### config.mk
export PLATFORM = sky130hd
export DESIGN_NAME = cbor_item_head_encoder_unit
export DESIGN_NICKNAME = d
export VERILOG_FILES = /design/src/hw/rtl/cihe_pkg.sv /design/src/hw/rtl/cihe_front.sv /design/src/hw/rtl/cihe_queue.sv /design/src/hw/rtl/cihe_back.sv /design/src/hw/rtl/cbor_item_head_encoder_unit.sv
export SDC_FILE = /design/constraint.sdc
export NUM_CORES = 1
export LEC_CHECK = 0
export ABC_AREA = 1
export BUFFER_PORTS_ARGS = -buffer_cell sky130_fd_sc_hd__buf_2
export CORE_MARGIN = 1.5
export CORE_UTILIZATION = 62
export CTS_BUF_LIST = sky130_fd_sc_hd__clkbuf_4
export CTS_CLUSTER_DIAMETER = 200
export DETAILED_ROUTE_END_ITERATION = 12
export HOLD_SLACK_MARGIN = 0.06
export MAX_ROUTING_LAYER = met4
export PLACE_DENSITY = 0.9
export REMOVE_ABC_BUFFERS = 1
export SLEW_MARGIN = 5
export SYNTH_ARGS = -nofsm -noshare
export SYNTH_HDL_FRONTEND = slang
export SYNTH_HIERARCHICAL = 1
export SYNTH_SLANG_ARGS = --single-unit
### constraint.sdc
create_clock -name clk -period 7.6 [get_ports clk]
set_clock_uncertainty 0.15 [all_clocks]
set_input_delay 1.52 -clock clk [delete_from_list [all_inputs] [get_ports clk]]
set_output_delay 1.52 -clock clk [all_outputs]
set_load 0.005 [all_outputs]
### src/hw/rtl/cihe_pkg.sv
// Package for the CBOR item head encoder: command codes, the queued command
// record, the back-end status record and shared constants. No dependencies.
`default_nettype none

package cihe_pkg;

  // Command codes carried by the func field.
  typedef enum logic [2:0] {
    FUNC_HEAD    = 3'd0,
    FUNC_SIGNED  = 3'd1,
    FUNC_RAW     = 3'd2,
    FUNC_DOUBLE  = 3'd3,
    FUNC_BOOL    = 3'd4,
    FUNC_NULL    = 3'd5,
    FUNC_RESTART = 3'd6
  } func_t;

  // CBOR additional-information markers and simple values.
  localparam logic [4:0] AI_ONE_BYTE   = 5'd24;
  localparam logic [4:0] AI_TWO_BYTE   = 5'd25;
  localparam logic [4:0] AI_FOUR_BYTE  = 5'd26;
  localparam logic [4:0] AI_EIGHT_BYTE = 5'd27;
  localparam logic [7:0] BYTE_DOUBLE   = 8'hfb;
  localparam logic [7:0] BYTE_TRUE     = 8'hf5;
  localparam logic [7:0] BYTE_FALSE    = 8'hf4;
  localparam logic [7:0] BYTE_NULL     = 8'hf6;
  localparam logic [2:0] MAJOR_NEG_INT = 3'd1;

  localparam logic [31:0] CAPACITY_RESET = 32'd4096;
  localparam logic [31:0] OFFSET_MAX     = 32'hffff_ffff;

  // Default depth of the command queue between front and back.
  localparam int unsigned QUEUE_DEPTH = 2;

  // One classified command: the head byte, how many argument bytes follow it,
  // and the argument left-aligned so the next byte is always in bits 63..56.
  typedef struct packed {
    logic        restart;
    logic [7:0]  head;
    logic [3:0]  nbytes;
    logic [63:0] val;
  } cmd_t;

  // Back-end serializer status, watched at the top level.
  typedef struct packed {
    logic       busy;
    logic [3:0] rem;
  } back_status_t;

endpackage

`default_nettype wire

### src/hw/rtl/cihe_front.sv
// Front end of the CBOR item head encoder: accepts commands and classifies
// them into queue records (head byte, byte count, aligned argument). Uses cihe_pkg.
`default_nettype none

module cihe_front (
  input  wire logic            in_valid,
  output logic                 in_ready,
  input  wire logic [2:0]      in_func,
  input  wire logic [2:0]      in_major_type,
  input  wire logic [63:0]     in_argument,
  input  wire logic            q_full,
  output logic                 q_push,
  output cihe_pkg::cmd_t       q_cmd
);

  logic        is_head;
  logic [2:0]  major;
  logic [63:0] value;
  logic [7:0]  hd_byte;
  logic [3:0]  hd_n;
  logic [63:0] hd_val;
  logic        known;

  assign in_ready = !q_full;

  // Major type and argument for the head-shaped commands.
  always_comb begin
    major = in_major_type;
    value = in_argument;
    if (in_func == cihe_pkg::FUNC_SIGNED) begin
      if (in_argument[63]) begin
        major = cihe_pkg::MAJOR_NEG_INT;
        value = ~in_argument;
      end else begin
        major = 3'd0;
      end
    end
  end

  // Shortest head; the argument is left-aligned for the back end.
  always_comb begin
    if (value < 64'd24) begin
      hd_byte = {major, value[4:0]};
      hd_n    = 4'd0;
      hd_val  = '0;
    end else if (value[63:8] == '0) begin
      hd_byte = {major, cihe_pkg::AI_ONE_BYTE};
      hd_n    = 4'd1;
      hd_val  = {value[7:0], 56'd0};
    end else if (value[63:16] == '0) begin
      hd_byte = {major, cihe_pkg::AI_TWO_BYTE};
      hd_n    = 4'd2;
      hd_val  = {value[15:0], 48'd0};
    end else if (value[63:32] == '0) begin
      hd_byte = {major, cihe_pkg::AI_FOUR_BYTE};
      hd_n    = 4'd4;
      hd_val  = {value[31:0], 32'd0};
    end else begin
      hd_byte = {major, cihe_pkg::AI_EIGHT_BYTE};
      hd_n    = 4'd8;
      hd_val  = value;
    end
  end

  always_comb begin
    is_head       = 1'b0;
    known         = 1'b1;
    q_cmd.restart = 1'b0;
    q_cmd.head    = '0;
    q_cmd.nbytes  = '0;
    q_cmd.val     = '0;
    unique case (in_func) inside
      cihe_pkg::FUNC_HEAD,
      cihe_pkg::FUNC_SIGNED:  is_head = 1'b1;
      cihe_pkg::FUNC_RAW:     q_cmd.head = in_argument[7:0];
      cihe_pkg::FUNC_DOUBLE: begin
        q_cmd.head   = cihe_pkg::BYTE_DOUBLE;
        q_cmd.nbytes = 4'd8;
        q_cmd.val    = in_argument;
      end
      cihe_pkg::FUNC_BOOL:
        q_cmd.head = in_argument[0] ? cihe_pkg::BYTE_TRUE : cihe_pkg::BYTE_FALSE;
      cihe_pkg::FUNC_NULL:    q_cmd.head = cihe_pkg::BYTE_NULL;
      cihe_pkg::FUNC_RESTART: q_cmd.restart = 1'b1;
      default:                known = 1'b0;
    endcase
    if (is_head) begin
      q_cmd.head   = hd_byte;
      q_cmd.nbytes = hd_n;
      q_cmd.val    = hd_val;
    end
  end

  // The unused code is taken and dropped here without a queue entry.
  assign q_push = in_valid && !q_full && known;

endmodule

`default_nettype wire

### src/hw/rtl/cihe_queue.sv
// Short command queue between the front and back of the CBOR head encoder.
// Flip-flop storage with read and write pointers. Uses cihe_pkg.
`default_nettype none

module cihe_queue #(
  parameter int unsigned DEPTH = cihe_pkg::QUEUE_DEPTH
) (
  input  wire logic           clk,
  input  wire logic           rst_n,
  input  wire logic           push,
  input  wire cihe_pkg::cmd_t push_cmd,
  input  wire logic           pop,
  output cihe_pkg::cmd_t      head_cmd,
  output logic                full,
  output logic                empty
);

  localparam int unsigned PW = (DEPTH > 1) ? $clog2(DEPTH) : 1;
  localparam int unsigned CW = $clog2(DEPTH + 1);

  cihe_pkg::cmd_t entry_r [DEPTH];
  logic [PW-1:0]  wr_ptr_r, wr_ptr_nxt;
  logic [PW-1:0]  rd_ptr_r, rd_ptr_nxt;
  logic [CW-1:0]  count_r, count_nxt;
  logic           do_push, do_pop;

  assign full     = (count_r == CW'(DEPTH));
  assign empty    = (count_r == '0);
  assign do_push  = push && !full;
  assign do_pop   = pop && !empty;
  assign head_cmd = entry_r[rd_ptr_r];

  always_comb begin
    wr_ptr_nxt = wr_ptr_r;
    rd_ptr_nxt = rd_ptr_r;
    count_nxt  = count_r;
    if (do_push) begin
      wr_ptr_nxt = (wr_ptr_r == PW'(DEPTH - 1)) ? '0 : wr_ptr_r + 1'b1;
    end
    if (do_pop) begin
      rd_ptr_nxt = (rd_ptr_r == PW'(DEPTH - 1)) ? '0 : rd_ptr_r + 1'b1;
    end
    if (do_push && !do_pop) begin
      count_nxt = count_r + 1'b1;
    end else if (do_pop && !do_push) begin
      count_nxt = count_r - 1'b1;
    end
  end

  always_ff @(posedge clk) begin
    if (!rst_n) begin
      wr_ptr_r <= '0;
      rd_ptr_r <= '0;
      count_r  <= '0;
    end else begin
      wr_ptr_r <= wr_ptr_nxt;
      rd_ptr_r <= rd_ptr_nxt;
      count_r  <= count_nxt;
    end
  end

  always_ff @(posedge clk) begin
    if (do_push) begin
      entry_r[wr_ptr_r] <= push_cmd;
    end
  end

endmodule

`default_nettype wire

### src/hw/rtl/cihe_back.sv
// Back end of the CBOR head encoder: serializes queued commands into bytes,
// keeps offset, overflow and capacity, and drives the output register. Uses cihe_pkg.
`default_nettype none

module cihe_back (
  input  wire logic           clk,
  input  wire logic           rst_n,
  input  wire logic           cfg_we,
  input  wire logic [31:0]    cfg_wdata,
  input  wire cihe_pkg::cmd_t q_cmd,
  input  wire logic           q_empty,
  output logic                q_pop,
  output logic                out_valid,
  input  wire logic           out_ready,
  output logic [7:0]          out_byte,
  output logic [31:0]         out_byte_offset,
  output logic                out_dropped,
  output logic                out_overflow,
  output logic                out_last,
  output cihe_pkg::back_status_t status
);

  logic [31:0] capacity_r;
  logic [31:0] wl_r, wl_nxt;
  logic        ovf_r, ovf_nxt;
  logic        busy_r, busy_nxt;
  logic [3:0]  rem_r, rem_nxt;
  logic [63:0] val_r, val_nxt;
  logic        out_valid_r, out_valid_nxt;
  logic [7:0]  byte_r, byte_nxt;
  logic [31:0] off_r, off_nxt;
  logic        drop_r, drop_nxt;
  logic        oflag_r, oflag_nxt;
  logic        last_r, last_nxt;
  logic        load_ok, emit, drop;
  logic [7:0]  byte_sel;
  logic        last_sel;

  assign load_ok  = !out_valid_r || out_ready;
  assign q_pop    = !busy_r && load_ok && !q_empty;
  assign emit     = load_ok && (busy_r || (q_pop && !q_cmd.restart));
  assign byte_sel = busy_r ? val_r[63:56] : q_cmd.head;
  assign last_sel = busy_r ? (rem_r == 4'd1) : (q_cmd.nbytes == '0);
  assign drop     = (wl_r >= capacity_r);

  always_comb begin
    wl_nxt        = wl_r;
    ovf_nxt       = ovf_r;
    busy_nxt      = busy_r;
    rem_nxt       = rem_r;
    val_nxt       = val_r;
    out_valid_nxt = out_valid_r;
    byte_nxt      = byte_r;
    off_nxt       = off_r;
    drop_nxt      = drop_r;
    oflag_nxt     = oflag_r;
    last_nxt      = last_r;
    if (load_ok) begin
      out_valid_nxt = emit;
    end
    if (q_pop && q_cmd.restart) begin
      wl_nxt  = '0;
      ovf_nxt = 1'b0;
    end
    if (emit) begin
      ovf_nxt   = ovf_r | drop;
      wl_nxt    = (wl_r == cihe_pkg::OFFSET_MAX) ? wl_r : wl_r + 32'd1;
      byte_nxt  = byte_sel;
      off_nxt   = wl_r;
      drop_nxt  = drop;
      oflag_nxt = ovf_r | drop;
      last_nxt  = last_sel;
      if (busy_r) begin
        val_nxt  = {val_r[55:0], 8'd0};
        rem_nxt  = rem_r - 4'd1;
        busy_nxt = (rem_r != 4'd1);
      end else begin
        val_nxt  = q_cmd.val;
        rem_nxt  = q_cmd.nbytes;
        busy_nxt = (q_cmd.nbytes != '0);
      end
    end
  end

  always_ff @(posedge clk) begin
    if (!rst_n) begin
      capacity_r  <= cihe_pkg::CAPACITY_RESET;
      wl_r        <= '0;
      ovf_r       <= 1'b0;
      busy_r      <= 1'b0;
      rem_r       <= '0;
      out_valid_r <= 1'b0;
    end else begin
      if (cfg_we) begin
        capacity_r <= cfg_wdata;
      end
      wl_r        <= wl_nxt;
      ovf_r       <= ovf_nxt;
      busy_r      <= busy_nxt;
      rem_r       <= rem_nxt;
      out_valid_r <= out_valid_nxt;
    end
  end

  always_ff @(posedge clk) begin
    val_r   <= val_nxt;
    byte_r  <= byte_nxt;
    off_r   <= off_nxt;
    drop_r  <= drop_nxt;
    oflag_r <= oflag_nxt;
    last_r  <= last_nxt;
  end

  assign out_valid       = out_valid_r;
  assign out_byte        = byte_r;
  assign out_byte_offset = off_r;
  assign out_dropped     = drop_r;
  assign out_overflow    = oflag_r;
  assign out_last        = last_r;
  assign status.busy     = busy_r;
  assign status.rem      = rem_r;

endmodule

`default_nettype wire

### src/hw/rtl/cbor_item_head_encoder_unit.sv
// Top level of the CBOR item head encoder (writer side).
// Instantiates cihe_front, cihe_queue and cihe_back; uses cihe_pkg.
`default_nettype none

// Each input transaction is one encoder command (head, signed integer, raw
// byte, double, boolean, null or restart) and yields zero to nine output
// transactions, one per encoded byte, each tagged with its buffer offset, a
// dropped bit for bytes at or beyond the programmed capacity, the sticky
// overflow flag and a last bit on the final byte of the command. The front
// end takes one command per clock into a short queue as long as the queue has
// room; the back end drains it and produces one byte per clock while the
// output is being taken. A head with n argument bytes yields n + 1 bytes
// (up to nine for an eight-byte argument or a double), and a restart yields
// no output; the serializer in the back end sets the byte rate. The unused
// command code is accepted and discarded in the front end. The capacity
// register (reset 4096) should only be written while the encoder is idle.

module cbor_item_head_encoder_unit #(
  parameter int unsigned QUEUE_DEPTH = cihe_pkg::QUEUE_DEPTH
) (
  input  wire logic        clk,
  input  wire logic        rst_n,
  input  wire logic        cfg_we,
  input  wire logic [31:0] cfg_wdata,
  input  wire logic        in_valid,
  output logic             in_ready,
  input  wire logic [2:0]  in_func,
  input  wire logic [2:0]  in_major_type,
  input  wire logic [63:0] in_argument,
  output logic             out_valid,
  input  wire logic        out_ready,
  output logic [7:0]       out_byte,
  output logic [31:0]      out_byte_offset,
  output logic             out_dropped,
  output logic             out_overflow,
  output logic             out_last
);

  cihe_pkg::cmd_t         push_cmd;
  cihe_pkg::cmd_t         head_cmd;
  cihe_pkg::back_status_t bstat;
  logic                   q_push, q_pop, q_full, q_empty;

  // Front end: classifies each command into a head byte, a count of argument
  // bytes that follow it and a left-aligned argument word.
  cihe_front u_front (
    .in_valid      (in_valid),
    .in_ready      (in_ready),
    .in_func       (in_func),
    .in_major_type (in_major_type),
    .in_argument   (in_argument),
    .q_full        (q_full),
    .q_push        (q_push),
    .q_cmd         (push_cmd)
  );

  // Queue that lets the front keep accepting while the back serializes.
  cihe_queue #(
    .DEPTH (QUEUE_DEPTH)
  ) u_queue (
    .clk      (clk),
    .rst_n    (rst_n),
    .push     (q_push),
    .push_cmd (push_cmd),
    .pop      (q_pop),
    .head_cmd (head_cmd),
    .full     (q_full),
    .empty    (q_empty)
  );

  // Back end: offset and overflow tracking, byte serializer, output register.
  cihe_back u_back (
    .clk             (clk),
    .rst_n           (rst_n),
    .cfg_we          (cfg_we),
    .cfg_wdata       (cfg_wdata),
    .q_cmd           (head_cmd),
    .q_empty         (q_empty),
    .q_pop           (q_pop),
    .out_valid       (out_valid),
    .out_ready       (out_ready),
    .out_byte        (out_byte),
    .out_byte_offset (out_byte_offset),
    .out_dropped     (out_dropped),
    .out_overflow    (out_overflow),
    .out_last        (out_last),
    .status          (bstat)
  );

  // A dropped byte always carries the sticky overflow flag with it.
  a_drop_sets_overflow: assert property (@(posedge clk) disable iff (!rst_n)
    out_valid && out_dropped |-> out_overflow)
    else $error("dropped byte without overflow flag");

  // While a non-final byte is presented, the rest of its command must still
  // be held in the serializer.
  a_not_last_busy: assert property (@(posedge clk) disable iff (!rst_n)
    out_valid && !out_last |-> bstat.busy)
    else $error("non-final byte with idle serializer");

  // The serializer is never busy with no bytes left to send.
  a_busy_has_bytes: assert property (@(posedge clk) disable iff (!rst_n)
    bstat.busy |-> (bstat.rem != 4'd0))
    else $error("serializer busy with empty byte count");

  // No command is taken from the queue while the serializer is mid-command.
  a_no_pop_busy: assert property (@(posedge clk) disable iff (!rst_n)
    bstat.busy |-> !q_pop)
    else $error("queue popped during serialization");

endmodule

`default_nettype wire
==> impl_metrics.toml <==
[finish]
layout.cells.most_common_list = "nand2_1, edfxtp_1, inv_1"
final_nets = 2266
area_delta_synth_final_pct = 10.9
final_common_cell = "nand2_1"
fin_util_pct = 69.9
drive_gt1_share_pct = 20.1

[detailed_routing]
firstDrtPassIters = 6
wl_per_cell_um = 18.1
vias = 14606
antenna_left = 0
routed_wl_um = 46400
drt_iter0_markers = 1341
drc_errors = 0
vias_per_cell = 5.69

[grt]
grt_max_degree = 78
antenna_found_initial = 1
grt_util_all_layers_pct = 32.9
grt_pass1_vias = 14017
grt.overflow.total = 0
grt_first_pass_wirelength_um = 71800

[sta]
whs_ns = 0.315
hold_viol_final = 0
tightestPinTransition_ns = 1.04
fin_crit_sh_pct = 67.2
fmax_ghz = 0.196
setup_viol = 0
drv_slew = 0
finalSetupTns_ns = 0
slew-limit-headroom_pct = 30.4
setup_slack_ns = 2.49
rsz0062_at_grt = "false"
fin_crit_ns = 5.11

[cts]
holdBufCountCts = 0
postCtsSetupRepairBufs = 0
cts-root-buf = "clkbuf_4"
cts_resized = 0
cts_sinks = 337
cts.reportedPaths.clkPinSlew_ns = 0.07
cts_made_buffers = 86
clk_latency_ns = 0.70
h-tree-depth = 3
cts_buffer_depth = 3
cts_tree = "built"

[placed_design]
io_buffers = 151
hpwl_um = 32200
dp_slack_ns = 2.03
globalplace.congestion = 0.982

[setup_path]
slowest_delay_ns = 0.70
cp_cell_sequence = "buf_2 -> inv_2 -> nor2_4 -> nand2_4 -> nand2_1 -> nand2_1 -> nand2_1 -> nor2_1 -> nand2_1 -> nor2_4 -> nand2_4 -> nand2_2 -> o21ai_0"
crit_path_max_fanout = 70
critPathLaunchType = "input pin"
path_common_cell = "nand2_1"
endpoint_kind = "register"
critPathArrivalTime_ns = 5.43
rr_endpoint = "u_back/rem_r[1]"
cp_slowest_cell = "nor2_4"
path_class = "input pin to register"
r2r_setup_slack_ns = 4.28
cp.required_ns = 7.92
reg2regPathDepth = 8

[min_path]
min-delay-path-class = "register to register"
min_to = "u_back/rem_r[3]"
min_from = "u_back/rem_r[3]"
min_path_cells = 2

[floorplanning]
core-area_um2 = 27900
chipHeight_um = 171
rows = 61
die_area_um2 = 29400
die_x_um = 171
floorplan.initialDensity_pct = 63.1
io_pins = 152

[pwr]
p_per_area_nw_per_um2 = 315
peakVddDrop_v = 0.000235
power_uw = 6130
p_leak_uw = 0.00857

[yosys]
syn-cell-area_um2 = 17600
synth.avg_cell_area_um2 = 8.98
syn_inst = 1957
synth_warnings = 6

[flow_run]
maxCapViolCount = 0

[run_status]
status = "completed"
-- worst max-delay path by stage --
stage / startpoint / to / slack (ns) / depth (start not counted)
3_3_place_gp: in_func[0] / u_queue/entry_r[0][5] / 2.15 / 12
6_report: in_argument[63] / u_queue/entry_r[0][5] / 2.49 / 13
4_1_cts: in_argument[63] / u_queue/entry_r[1][18] / 2.74 / 13
5_1_grt: in_argument[63] / u_queue/entry_r[1][23] / 2.31 / 13
2_1_floorplan: register / u_back/wl_r[0] / 1.39 / 9
3_5_place_dp: in_func[0] / u_queue/entry_r[0][5] / 2.03 / 13
-- critical path: cells and delay by family --
kind | cells | cell delay, ns
AO/OA/AOI/OAI | 1 | 0.45
AND/OR/NAND/NOR | 10 | 3.00
buffers and inverters | 2 | 0.33
-- layout make-up --
type	instances	area [um2]
Sequential cell	337	9360
Fill cell	2123	8370
Multi-Input combinational cell	1334	6930
Clock buffer	129	968
Timing Repair Buffer	162	838
Inverter	202	766
Tap cell	378	473
Clock inverter	26	148
Antenna cell	1	2.50
-- through the flow --
step,cells,area [um2]
2_1_floorplan,1873,17000
3_3_place_gp,2413,18400
3_5_place_dp,2413,18400
4_1_cts,2568,19500
5_1_grt,2569,19500
6_report,2569,19500
-- power by group --
group / internal (uW) / leakage (uW) / switching (uW)
logic: 576 / 0.00480 / 1150
registers: 2700 / 0.00310 / 166
clock network: 815 / 0.000666 / 719
-- sequential cells by signal, indices dropped and copies added, names as in the netlist, named ones only --
signal and cells:
u_back/out_valid 1, u_queue/count_r 2, u_back/out_byte_offset 32, u_back/wl_r 32, u_queue/rd_ptr_r 1, u_back/capacity_r 32, u_queue/entry_r 154, u_back/out_dropped 1
u_queue/wr_ptr_r 1, u_back/rem_r 4, u_back/val_r 64, u_back/ovf_r 1, u_back/out_byte 8, u_back/out_last 1, u_back/busy_r 1, u_back/out_overflow 1
-- metal layers --
metal | routed length, um | part of all wire [%] | vias up | global-route usage (%)
met5 | 0 | 0 | - | -
met4 | 1260 | 2.7 | 0 | 12.5
met2 | 22600 | 49 | 741 | 53.9
met3 | 3980 | 8.6 | 88 | 6.10
li1 | - | - | 6909 | -
met1 | 18600 | 40 | 6868 | 40.9
(Power assumes the default switching activity.)
